### src/sv/nmea_rmc_gga_field_extractor_top_assert.svh
// Assertion macros for the NMEA field extractor.
// Needs i_clk and i_rst_n in the scope that uses them; SYNTH selects empty bodies.
`ifndef NMEA_RMC_GGA_FIELD_EXTRACTOR_TOP_ASSERT_SVH
`define NMEA_RMC_GGA_FIELD_EXTRACTOR_TOP_ASSERT_SVH

`ifndef SYNTH

// Check a same-cycle implication
`define NFX_ASSERT_IMPLY(lbl, ante, cons) \
    lbl: assert property (@(posedge i_clk) disable iff (!i_rst_n) (ante) |-> (cons)) \
        else $error("nmea_fx: same-cycle check failed");

// Check an implication one cycle on
`define NFX_ASSERT_NEXT(lbl, ante, cons) \
    lbl: assert property (@(posedge i_clk) disable iff (!i_rst_n) (ante) |=> (cons)) \
        else $error("nmea_fx: next-cycle check failed");

`else

`define NFX_ASSERT_IMPLY(lbl, ante, cons)
`define NFX_ASSERT_NEXT(lbl, ante, cons)

`endif

`endif

### src/sv/nmea_fx_pkg.sv
// Types and constants for the NMEA RMC/GGA field extractor.
// No dependencies; imported by the channel interfaces and the top level.
`default_nettype none

package nmea_fx_pkg;

    // Sentence kind of the current sentence
    typedef enum logic [1:0] {
        KIND_NONE  = 2'd0,
        KIND_RMC   = 2'd1,
        KIND_GGA   = 2'd2,
        KIND_OTHER = 2'd3
    } t_kind;

    // Field store rows
    typedef logic [2:0] t_field;
    localparam t_field FLD_TIME   = 3'd0;
    localparam t_field FLD_DATE   = 3'd1;
    localparam t_field FLD_LAT    = 3'd2;
    localparam t_field FLD_LON    = 3'd3;
    localparam t_field FLD_SPEED  = 3'd4;
    localparam t_field FLD_COURSE = 3'd5;
    localparam t_field FLD_SATS   = 3'd6;
    localparam t_field FLD_ALT    = 3'd7;
    localparam int     FIELD_COUNT = 8;

    // Channel commands
    localparam logic CMD_FEED = 1'b0;
    localparam logic CMD_READ = 1'b1;

    // Term numbers
    typedef logic [3:0] t_term_num;
    localparam t_term_num TERM_MAX_NUMBER = 4'd15;
    localparam t_term_num TN_RMC_TIME     = 4'd1;
    localparam t_term_num TN_RMC_LAT      = 4'd3;
    localparam t_term_num TN_RMC_LAT_HEM  = 4'd4;
    localparam t_term_num TN_RMC_LON      = 4'd5;
    localparam t_term_num TN_RMC_LON_HEM  = 4'd6;
    localparam t_term_num TN_RMC_SPEED    = 4'd7;
    localparam t_term_num TN_RMC_COURSE   = 4'd8;
    localparam t_term_num TN_RMC_DATE     = 4'd9;
    localparam t_term_num TN_GGA_SATS     = 4'd7;
    localparam t_term_num TN_GGA_ALT      = 4'd9;

    // Characters
    typedef logic [7:0] t_byte;
    localparam t_byte CH_DOLLAR = 8'h24;
    localparam t_byte CH_CR     = 8'h0D;
    localparam t_byte CH_COMMA  = 8'h2C;
    localparam t_byte CH_NORTH  = 8'h4E;
    localparam t_byte CH_EAST   = 8'h45;
    localparam t_byte CH_MINUS  = 8'h2D;
    localparam t_byte CH_ZERO   = 8'h30;

    // Sentence tags, first character in the top byte
    localparam logic [39:0] TAG_RMC = "GPRMC";
    localparam logic [39:0] TAG_GGA = "GPGGA";
    localparam int          TAG_LEN = 5;

endpackage

`default_nettype wire

### src/sv/nmea_fx_if.sv
// Valid/ready channel interfaces for the NMEA field extractor.
// Input carries one command item, output one result item; uses nmea_fx_pkg.
`default_nettype none

interface nmea_fx_in_if;
    import nmea_fx_pkg::*;

    logic   valid;
    logic   ready;
    logic   command;
    t_byte  rx_byte;
    t_field field_select;
    logic [3:0] char_index;

    modport source (output valid, command, rx_byte, field_select, char_index, input ready);
    modport sink   (input valid, command, rx_byte, field_select, char_index, output ready);
endinterface

interface nmea_fx_out_if;
    import nmea_fx_pkg::*;

    logic  valid;
    logic  ready;
    logic  fix_ready;
    t_byte read_char;

    modport source (output valid, fix_ready, read_char, input ready);
    modport sink   (input valid, fix_ready, read_char, output ready);
endinterface

`default_nettype wire

### src/sv/nmea_rmc_gga_field_extractor_top.sv
// NMEA RMC/GGA field extractor: term splitter, field store and read path.
// Depends on nmea_fx_pkg, nmea_fx_if.sv and the assertion macro header.
//
// Usage:
//  i_in carries one item per handshake: command 0 feeds rx_byte into the
//  sentence parser, command 1 reads character char_index of field
//  field_select. o_res returns exactly one item per input item, in order:
//  fix_ready pulses on the carriage return that completes both an RMC and
//  a GGA sentence; read_char holds the stored character (0 past the text
//  and for feed items).
//  The result item passes through the stage 1 register and then the output
//  register before o_res presents it; a stall at o_res holds it there.
//  Throughput: one item per cycle while o_res does not stall, set by the
//  term update and the one-row-per-cycle field memory port.
//  Reset (synchronous, active low) clears the term count, sentence kind,
//  seen flags, pipeline valids and the eight row valid bits of the field
//  memory; a row that was never written reads as zero, so no clearing pass
//  is needed and items are taken from the first cycle after reset.
//  When the receiver stalls, the output register and the middle stage hold
//  their items and i_in.ready drops once both are full.
`default_nettype none

`include "nmea_rmc_gga_field_extractor_top_assert.svh"

module nmea_rmc_gga_field_extractor_top #(
    parameter int TERM_BYTES  = 12,
    parameter int FIELD_BYTES = 13
) (
    input  wire            i_clk,
    input  wire            i_rst_n,
    nmea_fx_in_if.sink     i_in,
    nmea_fx_out_if.source  o_res
);
    import nmea_fx_pkg::*;

    localparam int LW  = $clog2(TERM_BYTES + 1);
    localparam int TIW = $clog2(TERM_BYTES);
    localparam int IW  = $clog2(FIELD_BYTES);

    typedef logic [FIELD_BYTES-1:0][7:0] t_row;

    // Parser state
    t_byte              r_term_text [TERM_BYTES];
    logic [LW-1:0]      r_term_len, n_term_len;
    t_term_num          r_term_number, n_term_number;
    t_kind              r_kind, n_kind;
    logic               r_rmc_seen, n_rmc_seen;
    logic               r_gga_seen, n_gga_seen;
    logic               n_fix;
    logic               w_append;

    // Field memory, one row per field, byte enables
    t_row                   r_mem [FIELD_COUNT];
    logic [FIELD_COUNT-1:0] r_row_valid;
    logic                   w_we;
    t_field                 w_waddr;
    logic [FIELD_BYTES-1:0] w_wbe;
    t_row                   w_wdata;

    // Pipeline
    logic        r_s1_valid, r_s1_cmd, r_s1_fix, r_s1_rowv;
    logic [3:0]  r_s1_idx;
    t_row        r_s1_row;
    logic        r_out_valid, r_out_fix;
    t_byte       r_out_char;
    logic        w_out_en, w_s1_en, w_accept;
    t_byte       w_char;
    logic [IW-1:0] w_idx;

    // Copy and route helpers
    t_byte       w_src   [FIELD_BYTES];
    t_row        w_copy0, w_copy1;
    logic        w_is_rmc, w_is_gga;
    t_kind       w_kind_eff;
    logic        w_do_copy, w_do_sign, w_start1;
    t_field      w_field;
    t_byte       w_mark;
    logic        w_positive;

    // Handshake: each stage advances when the one after it frees up
    assign w_out_en  = !r_out_valid || o_res.ready;
    assign w_s1_en   = !r_s1_valid || w_out_en;
    assign w_accept  = i_in.valid && w_s1_en;
    assign i_in.ready = w_s1_en;

    assign o_res.valid     = r_out_valid;
    assign o_res.fix_ready = r_out_fix;
    assign o_res.read_char = r_out_char;

    // Match term 0 against both tags
    always_comb begin
        w_is_rmc = (32'(r_term_len) == TAG_LEN);
        w_is_gga = (32'(r_term_len) == TAG_LEN);
        for (int i = 0; i < TAG_LEN; i++) begin
            if (r_term_text[i] != TAG_RMC[(TAG_LEN-1-i)*8 +: 8]) w_is_rmc = 1'b0;
            if (r_term_text[i] != TAG_GGA[(TAG_LEN-1-i)*8 +: 8]) w_is_gga = 1'b0;
        end
    end

    // Build the term as it lands from slot 0 and from slot 1, zero-filled
    always_comb begin
        for (int s = 0; s < FIELD_BYTES; s++) begin
            if (s < TERM_BYTES && s < 32'(r_term_len)) begin
                w_src[s] = r_term_text[(s < TERM_BYTES) ? s : 0];
            end else begin
                w_src[s] = '0;
            end
            w_copy0[s] = w_src[s];
        end
        w_copy1[0] = '0;
        for (int s = 1; s < FIELD_BYTES; s++) begin
            w_copy1[s] = w_src[s-1];
        end
    end

    // Pick the kind in force and the store that this term goes to
    always_comb begin
        if (r_term_number == '0) begin
            if (w_is_rmc) begin
                w_kind_eff = KIND_RMC;
            end else if (w_is_gga) begin
                w_kind_eff = KIND_GGA;
            end else begin
                w_kind_eff = KIND_OTHER;
            end
        end else begin
            w_kind_eff = r_kind;
        end

        w_do_copy = 1'b0;
        w_do_sign = 1'b0;
        w_start1  = 1'b0;
        w_field   = FLD_TIME;
        w_mark    = CH_NORTH;
        unique case (w_kind_eff)
            KIND_RMC: begin
                unique case (r_term_number)
                    TN_RMC_TIME:    begin w_do_copy = 1'b1; w_field = FLD_TIME; end
                    TN_RMC_LAT:     begin
                        w_do_copy = 1'b1; w_field = FLD_LAT; w_start1 = 1'b1;
                    end
                    TN_RMC_LAT_HEM: begin
                        w_do_sign = 1'b1; w_field = FLD_LAT; w_mark = CH_NORTH;
                    end
                    TN_RMC_LON:     begin
                        w_do_copy = 1'b1; w_field = FLD_LON; w_start1 = 1'b1;
                    end
                    TN_RMC_LON_HEM: begin
                        w_do_sign = 1'b1; w_field = FLD_LON; w_mark = CH_EAST;
                    end
                    TN_RMC_SPEED:   begin w_do_copy = 1'b1; w_field = FLD_SPEED; end
                    TN_RMC_COURSE:  begin w_do_copy = 1'b1; w_field = FLD_COURSE; end
                    TN_RMC_DATE:    begin w_do_copy = 1'b1; w_field = FLD_DATE; end
                    default: ;
                endcase
            end
            KIND_GGA: begin
                unique case (r_term_number)
                    TN_GGA_SATS: begin w_do_copy = 1'b1; w_field = FLD_SATS; end
                    TN_GGA_ALT:  begin w_do_copy = 1'b1; w_field = FLD_ALT; end
                    default: ;
                endcase
            end
            default: ;
        endcase
        w_positive = (r_term_len != '0) && (r_term_text[0] == w_mark);
    end

    // Next parser state and the memory write for one feed item
    always_comb begin
        n_term_len    = r_term_len;
        n_term_number = r_term_number;
        n_kind        = r_kind;
        n_rmc_seen    = r_rmc_seen;
        n_gga_seen    = r_gga_seen;
        n_fix         = 1'b0;
        w_append      = 1'b0;
        w_we          = 1'b0;
        w_waddr       = w_field;
        w_wbe         = '0;
        w_wdata       = '0;

        if (i_in.command == CMD_FEED) begin
            priority if (i_in.rx_byte == CH_CR) begin
                if (r_kind == KIND_RMC) n_rmc_seen = 1'b1;
                if (r_kind == KIND_GGA) n_gga_seen = 1'b1;
                if (n_rmc_seen && n_gga_seen) begin
                    n_rmc_seen = 1'b0;
                    n_gga_seen = 1'b0;
                    n_fix      = 1'b1;
                end
            end else if (i_in.rx_byte == CH_DOLLAR) begin
                n_term_number = '0;
                n_term_len    = '0;
            end else if (i_in.rx_byte == CH_COMMA) begin
                n_kind = w_kind_eff;
                if (w_do_copy) begin
                    w_we    = 1'b1;
                    w_wdata = w_start1 ? w_copy1 : w_copy0;
                    w_wbe   = w_start1 ? {{(FIELD_BYTES-1){1'b1}}, 1'b0} : '1;
                end else if (w_do_sign) begin
                    w_we       = 1'b1;
                    w_wdata[0] = w_positive ? CH_ZERO : CH_MINUS;
                    w_wbe[0]   = 1'b1;
                end
                if (r_term_number != TERM_MAX_NUMBER) begin
                    n_term_number = r_term_number + 4'd1;
                end
                n_term_len = '0;
            end else begin
                // Append below the term limit, drop anything past it
                if (32'(r_term_len) < TERM_BYTES) begin
                    w_append   = 1'b1;
                    n_term_len = r_term_len + LW'(1);
                end
            end
        end

        // First write to a row fills all of it, zeros outside the term
        if (!r_row_valid[w_waddr]) begin
            w_wbe = '1;
        end
    end

    // Hold parser control state
    always_ff @(posedge i_clk) begin
        if (!i_rst_n) begin
            r_term_len    <= '0;
            r_term_number <= '0;
            r_kind        <= KIND_NONE;
            r_rmc_seen    <= 1'b0;
            r_gga_seen    <= 1'b0;
        end else if (w_accept) begin
            r_term_len    <= n_term_len;
            r_term_number <= n_term_number;
            r_kind        <= n_kind;
            r_rmc_seen    <= n_rmc_seen;
            r_gga_seen    <= n_gga_seen;
        end
    end

    // Append a character to the term
    always_ff @(posedge i_clk) begin
        if (w_accept && w_append) begin
            r_term_text[r_term_len[TIW-1:0]] <= i_in.rx_byte;
        end
    end

    // Write the field memory and mark rows valid
    always_ff @(posedge i_clk) begin
        if (w_accept && w_we) begin
            for (int b = 0; b < FIELD_BYTES; b++) begin
                if (w_wbe[b]) r_mem[w_waddr][b] <= w_wdata[b];
            end
        end
    end

    always_ff @(posedge i_clk) begin
        if (!i_rst_n) begin
            r_row_valid <= '0;
        end else if (w_accept && w_we) begin
            r_row_valid[w_waddr] <= 1'b1;
        end
    end

    // Stage 1: registered row read and item control
    always_ff @(posedge i_clk) begin
        if (w_accept) begin
            r_s1_row  <= r_mem[i_in.field_select];
            r_s1_rowv <= r_row_valid[i_in.field_select];
            r_s1_cmd  <= i_in.command;
            r_s1_idx  <= i_in.char_index;
            r_s1_fix  <= n_fix;
        end
    end

    always_ff @(posedge i_clk) begin
        if (!i_rst_n) begin
            r_s1_valid <= 1'b0;
        end else if (w_s1_en) begin
            r_s1_valid <= i_in.valid;
        end
    end

    // Select the character, zero past the field or for a feed item
    assign w_idx = IW'(r_s1_idx);
    always_comb begin
        w_char = '0;
        if (r_s1_cmd == CMD_READ && r_s1_rowv && 32'(r_s1_idx) < FIELD_BYTES) begin
            w_char = r_s1_row[w_idx];
        end
    end

    // Output register
    always_ff @(posedge i_clk) begin
        if (w_out_en) begin
            r_out_fix  <= r_s1_fix;
            r_out_char <= w_char;
        end
    end

    always_ff @(posedge i_clk) begin
        if (!i_rst_n) begin
            r_out_valid <= 1'b0;
        end else if (w_out_en) begin
            r_out_valid <= r_s1_valid;
        end
    end

    // Checks on the parser and pipeline
    `NFX_ASSERT_IMPLY(a_term_len_bound, 1'b1, 32'(r_term_len) <= TERM_BYTES)
    `NFX_ASSERT_NEXT(a_fix_clears_seen, w_accept && n_fix, !r_rmc_seen && !r_gga_seen)
    `NFX_ASSERT_NEXT(a_read_keeps_terms, w_accept && i_in.command == CMD_READ,
        $stable(r_term_len) && $stable(r_term_number) && $stable(r_kind))
    `NFX_ASSERT_IMPLY(a_fix_only_feed, r_out_valid && r_out_fix, r_out_char == '0)
    `NFX_ASSERT_NEXT(a_s1_held, r_s1_valid && !w_out_en, r_s1_valid && $stable(r_s1_idx))

endmodule

`default_nettype wire
### src/flat_wrapper.sv
// flat-port wrapper written by rule: the top's interface ports become plain ports
module nmea_rmc_gga_field_extractor_top_flat import nmea_fx_pkg::*;
#(
    parameter int TERM_BYTES  = 12,
    parameter int FIELD_BYTES = 13
)
  (i_clk, i_rst_n, i_in_valid, i_in_command, i_in_rx_byte, i_in_field_select, i_in_char_index, i_in_ready, o_res_valid, o_res_fix_ready, o_res_read_char, o_res_ready);
  nmea_fx_in_if i_in_i ();
  nmea_fx_out_if o_res_i ();
  input  wire i_clk;
  input  wire i_rst_n;
  input wire logic [$bits(i_in_i.valid)-1:0] i_in_valid;
  input wire logic [$bits(i_in_i.command)-1:0] i_in_command;
  input wire logic [$bits(i_in_i.rx_byte)-1:0] i_in_rx_byte;
  input wire logic [$bits(i_in_i.field_select)-1:0] i_in_field_select;
  input wire logic [$bits(i_in_i.char_index)-1:0] i_in_char_index;
  output wire logic [$bits(i_in_i.ready)-1:0] i_in_ready;
  output wire logic [$bits(o_res_i.valid)-1:0] o_res_valid;
  output wire logic [$bits(o_res_i.fix_ready)-1:0] o_res_fix_ready;
  output wire logic [$bits(o_res_i.read_char)-1:0] o_res_read_char;
  input wire logic [$bits(o_res_i.ready)-1:0] o_res_ready;
  assign i_in_i.valid = i_in_valid;
  assign i_in_i.command = i_in_command;
  assign i_in_i.rx_byte = i_in_rx_byte;
  assign i_in_i.field_select = i_in_field_select;
  assign i_in_i.char_index = i_in_char_index;
  assign i_in_ready = i_in_i.ready;
  assign o_res_valid = o_res_i.valid;
  assign o_res_fix_ready = o_res_i.fix_ready;
  assign o_res_read_char = o_res_i.read_char;
  assign o_res_i.ready = o_res_ready;
  nmea_rmc_gga_field_extractor_top #(.TERM_BYTES(TERM_BYTES), .FIELD_BYTES(FIELD_BYTES)) u_core (.i_clk(i_clk), .i_rst_n(i_rst_n), .i_in(i_in_i), .o_res(o_res_i));
endmodule
### config.mk
export PLATFORM = sky130hd
export DESIGN_NAME = nmea_rmc_gga_field_extractor_top_flat
export DESIGN_NICKNAME = d
export VERILOG_FILES = /design/src/sv/nmea_fx_pkg.sv /design/src/sv/nmea_fx_if.sv /design/src/sv/nmea_rmc_gga_field_extractor_top.sv /design/src/flat_wrapper.sv
export VERILOG_INCLUDE_DIRS = /design/src /design/src/sv
export SDC_FILE = /design/constraint.sdc
export NUM_CORES = 1
export LEC_CHECK = 0
export ABC_CLOCK_PERIOD_IN_PS = 24800
export BUFFER_PORTS_ARGS = -buffer_cell sky130_fd_sc_hd__buf_4
export CORE_ASPECT_RATIO = 1.4
export CORE_UTILIZATION = 45
export CTS_CLUSTER_DIAMETER = 80
export DETAILED_ROUTE_END_ITERATION = 6
export MAX_ROUTING_LAYER = met4
export PLACE_DENSITY = 0.68
export SLEW_MARGIN = 20
export SYNTH_ARGS = -nofsm -noshare
export SYNTH_HDL_FRONTEND = slang
export SYNTH_SLANG_ARGS = --single-unit
### constraint.sdc
create_clock -name i_clk -period 24.8 [get_ports i_clk]
set_clock_uncertainty 0.15 [all_clocks]
set_input_delay 3.72 -clock i_clk [delete_from_list [all_inputs] [get_ports i_clk]]
set_output_delay 3.72 -clock i_clk [all_outputs]
set_load 0.05 [all_outputs]
==> reports/metrics.yaml, run 1 <==
post_cts_resized: 0
cp-end-kind: "output port"
dieHeight_um: 363
yosysTopAreaCell: "edfxtp_1"
htreeDepth: 3
post-cts-setup-buffers: 0
fin_crit_sh_pct: 32.8
synthCells: 2016
slowest_stage: "buf_4"
final-hold-violation-count: 0
wire_per_inst_um: 28.5
finalSetupViolCount: 0
slew_violations: 0
drive_gt1_share_pct: 26.4
grt_busiest_layer: "met2"
min_period_ns: 8.14
slew_headroom_pct: 28.9
ys_ff_latch: 1070
rows: 132
firstDrtPassIters: 5
critPathKind: "input pin to output port"
place_area_um2: 43500
drc: 0
via_count: 20400
netlist_top_cells_area: "edfxtp_1, mux4_2, mux2_2"
synth_edf_count: 1048
grt_max_degree: 100
clockBufferDepth: 3
slowest_delay_ns: 0.23
ys.warnings.count: 0
fmax_mhz: 123
clk_pin_slew_ns: 0.07
cts_tree: "yes"
crit_chain: "buf_4, nand3b_1, buf_4"
gr-usage-met1_pct: 25.6
crit_top_cell: "buf_4"
rsz0062_at_grt: "no"
cts_buffers: 92
syn_nets: 2047
hold_buffers: 0
status: "finished clean"
avgSynthCellArea_um2: 20.8
fin_hold_ws_ns: 0.323
placed_cells: 3176
fillCellCount: 7083
required_ns: 20.93
syn_area_um2: 41900
path_max_fanout: 4
worst-slew-pin-transition_ns: 1.07
place_congestion: 0.866
vdd_drop_max_mv: 0.0571
rr_worst_depth: 12
gr-usage-all-layers_pct: 21.2
coreArea_um2: 92300
cap_violations: 0
cts-root-buf: "clkbuf_16"
overflow: 0
ys_async_sr_fraction_pct: 0
finalSetupTns_ns: 0
syn2layout_area_growth_pct: 11.5
antenna_left: 0
boundaryPins: 31
grt_pass1_wl_um: 140000
met3_usage_pct: 2.62
synth_ff_type: "edfxtp_1"
drt-total-wl_um: 95400
worstHoldPathType: "flop to flop"
drt_iter0_markers: 1991
use_met2_pct: 36.1
powerDensity_nw_per_um2: 77.4
finalNonFillerCells: 3349
via_per_inst: 6.09
layout.nets: 2095
clk_latency_ns: 0.70
clock-sinks: 1070
synth_top_area_share_pct: 75.1
die_w_um: 260
dieArea_um2: 94300
synth.distinct_cells: 65
seq_area_frac_synth_pct: 76.2
critPathLaunchType: "input pin"
p_leak_nw: 14.1
dp_hpwl_um: 55000
whs_path_depth: 2
critPathArrivalTime_ns: 4.27
final_cell_area_um2: 46700
start_util_pct: 45.4
grt_pass1_vias: 21300
antenna_found_initial: 1
portBuffers: 30
[final cells by class]
| type | instances | area [um^2] | share of cell area, % |
|---|---|---|---|
| tap | 1206 | 1510 | 3.23 |
| sequential | 1070 | 31900 | 68.3 |
| timing repair buffer | 60 | 477 | 1.02 |
| clock inverter | 67 | 831 | 1.78 |
| antenna | 1 | 2.50 | 0.00536 |
| clock buffer | 105 | 2350 | 5.03 |
| inverter | 17 | 63.8 | 0.137 |
| multi-input combinational | 823 | 9570 | 20.5 |
[kinds of logic after synthesis]
family                   share of synthesized area, %
buffers and inverters                            1.12
multiplexers                                     15.7
flip-flops                                       76.2
AND/OR/NAND/NOR                                  3.67
XOR/XNOR                                       0.0209
adder cells (fa/ha/maj)                         0.329
AO/OA/AOI/OAI                                    2.99
[report_power, final]
part | switching [W] | internal [W]
clock network | 0.000650 | 0.000865
registers | 0.00000661 | 0.00198
logic | 0.0000634 | 0.0000536
total | 0.000720 | 0.00289
[synth_stat cells, drive strengths merged (10+ instances only)]
| master | count |
|---|---|
| o21ai | 11 |
| nand2 | 28 |
| inv | 16 |
| ha | 11 |
| nand3 | 109 |
| edfxtp | 1048 |
| mux4 | 234 |
| nor2 | 39 |
| mux2 | 106 |
| buf | 27 |
| a21oi | 67 |
| o21a | 12 |
| clkbuf | 79 |
| and2 | 14 |
| dfxtp | 22 |
| nor3 | 15 |
| a22o | 29 |
| nor2b | 10 |
| and3 | 10 |
| mux2i | 11 |
[final timing paths]
kind,from,endpoint,slack [ns]
worst max-delay path,o_res_ready,i_in_ready,16.66
worst min register to register,u_core.r_row_valid[2]$_SDFFE_PN0P_,u_core.r_row_valid[2]$_SDFFE_PN0P_,0.32
worst max register to register,u_core.r_term_text[0][4]$_DFFE_PP_,u_core.r_mem[6][77]$_DFFE_PP_,18.04
worst min-delay path,u_core.r_row_valid[2]$_SDFFE_PN0P_,u_core.r_row_valid[2]$_SDFFE_PN0P_,0.32
[metrics by stage]
| stage | util [%] | worst slack (ns) | power [W] |
|---|---|---|---|
| 6_report | 50.6 | 16.66 | 0.00362 |
| 5_1_grt | 50.6 | 16.59 | 0.00370 |
| 4_1_cts | 50.6 | 16.66 | 0.00364 |
| 3_5_place_dp | 47.1 | 16.05 | 0.00214 |
| 3_3_place_gp | 47.1 | 16.14 | 0.00214 |
| 2_1_floorplan | - | 5.98 | 0.00210 |
[layout by cell type (no fill, tap or decap), types with 10 or more instances in the layout]
master / synthesis / final
clkbuf_16: 0 / 92
clkinv_2: 0 / 16
clkinv_1: 1 / 21
bufinv_16: 0 / 17
clkbuf_1: 79 / 13
mux2_2: 106 / 106
buf_4: 0 / 57
o21a_1: 12 / 12
edfxtp_1: 1048 / 1048
nor2_1: 37 / 35
a21oi_1: 67 / 67
and2_1: 14 / 10
inv_1: 15 / 15
o21ai_0: 11 / 11
ha_1: 11 / 11
nand2_1: 28 / 27
nand3_1: 109 / 109
dfxtp_1: 22 / 22
mux4_2: 234 / 234
mux2i_1: 11 / 11
and3_1: 10 / 10
a22o_1: 29 / 29
[flip-flops by register name (all words and copies together), names as in the netlist, 2 cells and up]
signal                  count
u_core.r_row_valid          8
u_core.r_term_number        4
u_core.r_term_text         96
u_core.r_s1_row           104
u_core.r_mem              832
u_core.r_kind               2
u_core.r_s1_idx             4
u_core.o_res.read_char      8
u_core.r_term_len           4
[worst max-delay path, delay by kind of cell]
family,cells,cell delay [ns]
AND/OR/NAND/NOR,1,0.21
buffers and inverters,2,0.34
[per-layer routing]
layer  wire length, um  vias to the layer above
li1                  -                     8545
met1             36100                    10900
met2             50600                      796
met3              5290                      168
met4              3350                        0
met5                 0                        -
Power figures use the tool's default switching activity.
==> run 2, diff against run 1 <==
--- a/config.mk
+++ b/config.mk
@@ -6,14 +6,15 @@
 export SDC_FILE = /design/constraint.sdc
 export NUM_CORES = 1
 export LEC_CHECK = 0
-export ABC_CLOCK_PERIOD_IN_PS = 24800
+export ABC_AREA = 1
+export ABC_CLOCK_PERIOD_IN_PS = 7000
 export BUFFER_PORTS_ARGS = -buffer_cell sky130_fd_sc_hd__buf_4
 export CORE_ASPECT_RATIO = 1.4
 export CORE_UTILIZATION = 45
 export CTS_CLUSTER_DIAMETER = 80
 export DETAILED_ROUTE_END_ITERATION = 6
 export MAX_ROUTING_LAYER = met4
-export PLACE_DENSITY = 0.68
+export PLACE_DENSITY = 0.7
 export SLEW_MARGIN = 20
 export SYNTH_ARGS = -nofsm -noshare
 export SYNTH_HDL_FRONTEND = slang
==> constraint.sdc (replaced) <==
create_clock -name i_clk -period 7 [get_ports i_clk]
set_clock_uncertainty 0.15 [all_clocks]
set_input_delay 1.05 -clock i_clk [delete_from_list [all_inputs] [get_ports i_clk]]
set_output_delay 1.05 -clock i_clk [all_outputs]
set_load 0.05 [all_outputs]
==> run 2 against run 1 <==
Combinational power increased to 4.5 times the previous value. Cell area increased by 0.81%. First-iteration DRC count increased by 38%. Via count increased by 31%. Synthesized cell count increased by 65%. Sequential power increased to 3.5 times the previous value. Cell count increased by 37%.
==> reports/metrics.yaml, run 2 <==
synth_edf_count: 1048
slowest_delay_ns: 0.66
avgSynthCellArea_um2: 12.8
crit_chain: "inv_1, nand2_1, nor3_1, nand2_1, nor2_1, nand4_1, o21ai_0, ha_1, clkinv_1, nand3_4, nand2_1, nand2_1, nor4_4, buf_4, buf_4"
wire_per_inst_um: 22.8
critPathLaunchType: "flop"
htreeDepth: 3
dieArea_um2: 95800
drt_iter0_markers: 2745
synth.distinct_cells: 44
rr_worst_depth: 15
clk_latency_ns: 0.69
finalNonFillerCells: 4597
overflow: 0
drive_gt1_share_pct: 7.94
cts_tree: "yes"
finalSetupTns_ns: 0
critPathArrivalTime_ns: 4.85
ys.warnings.count: 0
hold_buffers: 0
worst-slew-pin-transition_ns: 1.09
final_common_cell: "edfxtp_1"
power_frac_comb_pct: 4.1
p_leak_nw: 14.0
synth.most_common_cell: "edfxtp_1"
yosys-top-cells-count: "edfxtp_1, nor2_1, o21ai_0, nand2_1, o22ai_1"
dr_wl_met2_um: 53100
firstDrtPassIters: 6
clockBufferDepth: 3
crit_top_cell: "nand2_1"
post-cts-setup-buffers: 0
netlist_top_cells_area: "edfxtp_1, nor2_1, o21ai_0"
drt-total-wl_um: 105000
cp-end-kind: "flop"
seq_area_frac_synth_pct: 75.0
min_period_ns: 4.70
whs_path_depth: 0
gr-usage-all-layers_pct: 22.4
fmax_mhz: 213
rows: 133
slew_violations: 0
via_count: 26700
cts-root-buf: "clkbuf_16"
layout.area.seq_um2: 31900
synth_top_area_share_pct: 74.0
yosysTopAreaCell: "edfxtp_1"
boundaryPins: 31
power.switching_w: 0.00268
post_cts_resized: 0
clock-sinks: 1070
start_util_pct: 45.3
drc: 0
portBuffers: 30
grt_pass1_wl_um: 155000
place_ws_ns: 2.36
dp_hpwl_um: 58400
required_ns: 7.16
clk_pin_slew_ns: 0.07
largest_reg_flops: 832
fillCellCount: 7768
largest_register: "u_core.r_mem"
placed_cells: 4418
layout.nets: 3328
die_w_um: 262
fin_ws_ns: 2.30
critPathKind: "flop to flop"
synthCells: 3336
slowest_stage: "buf_4"
top_layer: "met4"
multi_input_area_um2: 9450
path_max_fanout: 40
place_congestion: 0.916
antenna_left: 0
syn_nets: 3367
mostFrequentLayoutCells: "edfxtp_1, nor2_1, o21ai_0"
cts_buffers: 92
fin_hold_ws_ns: 0.295
antenna_found_initial: 7
finalSetupViolCount: 0
slew_headroom_pct: 27.6
ys_ff_latch: 1070
worstHoldPathType: "flop to flop"
coreArea_um2: 93900
grt_pass1_vias: 25400
cap_violations: 0
status: "finished clean"
ys_async_sr_fraction_pct: 0
internal_power_w: 0.0102
via_per_inst: 5.80
dieHeight_um: 366
final-hold-violation-count: 0
powerDensity_nw_per_um2: 273
grt_max_degree: 171
p_sw_share_pct: 20.9
fin_crit_sh_pct: 67.1
clkPwrFrac_pct: 41.3
syn2layout_area_growth_pct: 10.7
synth_ff_type: "edfxtp_1"
wl_met1_um: 39400
vdd_drop_max_mv: 0.191
p_seq_share_pct: 54.6
rsz0062_at_grt: "no"
syn_area_um2: 42500
route.met3.wl_um: 7830
==> run 2: changes by cell type in the layout (fill, tap and decap cells not counted), moves of 13 or more <==
cell | previous run | this run
nand3_1 | 109 | 27
o21ai_0 | 11 | 464
a22o_1 | 29 | 0
a31oi_1 | 6 | 105
o22ai_1 | 1 | 175
nand2_1 | 27 | 176
o32ai_1 | 1 | 16
nor2_1 | 35 | 839
a21oi_1 | 67 | 42
nand4_1 | 7 | 20
mux4_2 | 234 | 0
inv_1 | 15 | 72
mux2_2 | 106 | 0
==> run 2: layer usage <==
| metal | vias up | GRT usage (%) |
|---|---|---|
| li1 | 12200 | - |
| met4 | 0 | 10.7 |
| met2 | 1091 | 37.1 |
| met5 | - | - |
| met1 | 13200 | 26.4 |
| met3 | 236 | 3.75 |
==> run 2: cell families (layout without fill, tap and decap cells) <==
family | after synthesis | in the layout | synth area share (%)
adders and majority gates | 11 | 11 | 0.324
buffers and inverters | 294 | 333 | 2.92
other | 0 | 7 | 0
AOI/OAI and AO/OA | 847 | 847 | 11.3
and+or+nand+nor | 1106 | 1106 | 10.3
DFF | 1070 | 1070 | 75.0
muxes | 8 | 8 | 0.188
==> run 2: layout make-up <==
cell class | instances | area share, %
well taps | 1215 | 3.23
inverters | 87 | 0.763
multi-input cells | 1972 | 20.1
clock inverters | 67 | 1.66
flip-flops and latches | 1070 | 67.8
diodes | 7 | 0.0372
repair buffers | 74 | 1.44
clock buffers | 105 | 5.04
==> run 2: critical path: cells and delay by family, from the launching register on <==
kind	cells	cell delay, ns
AOI/OAI and AO/OA	1	0.17
and+or+nand+nor	9	1.66
adders and majority gates	1	0.32
DFF	1	0.44
buffers and inverters	4	1.55
==> run 2: final timing paths <==
path,from,to,slack (ns)
setup reg to reg,u_core.r_term_len[3]$_SDFFE_PN0P_,u_core.r_mem[5][68]$_DFFE_PP_,2.30
hold / removal,u_core.r_s1_fix$_SDFFCE_PP0P_,u_core.o_res.fix_ready$_DFFE_PP_,0.29
hold reg to reg,u_core.r_s1_fix$_SDFFCE_PP0P_,u_core.o_res.fix_ready$_DFFE_PP_,0.29
setup / recovery,u_core.r_term_len[3]$_SDFFE_PN0P_,u_core.r_mem[5][68]$_DFFE_PP_,2.30
==> run 2: metrics by stage <==
stage | utilization, % | total power, W | cell area (um^2)
after floorplan | - | 0.00750 | 42600
after global placement | 46.8 | 0.00768 | 43900
after detailed placement | 46.8 | 0.00769 | 43900
after CTS | 50.1 | 0.0129 | 47100
after global routing | 50.2 | 0.0132 | 47100
final | 50.2 | 0.0129 | 47100
==> run 2: power groups by stage <==
| stage | Sequential [W] | Clock, W | Combinational, W |
|---|---|---|---|
| floorplan | 0.00717 | 0 | 0.000326 |
| global route | 0.00702 | 0.00558 | 0.000573 |
| finish | 0.00702 | 0.00531 | 0.000529 |
| detailed placement | 0.00716 | 0 | 0.000525 |
| CTS | 0.00702 | 0.00535 | 0.000527 |
| global placement | 0.00716 | 0 | 0.000519 |
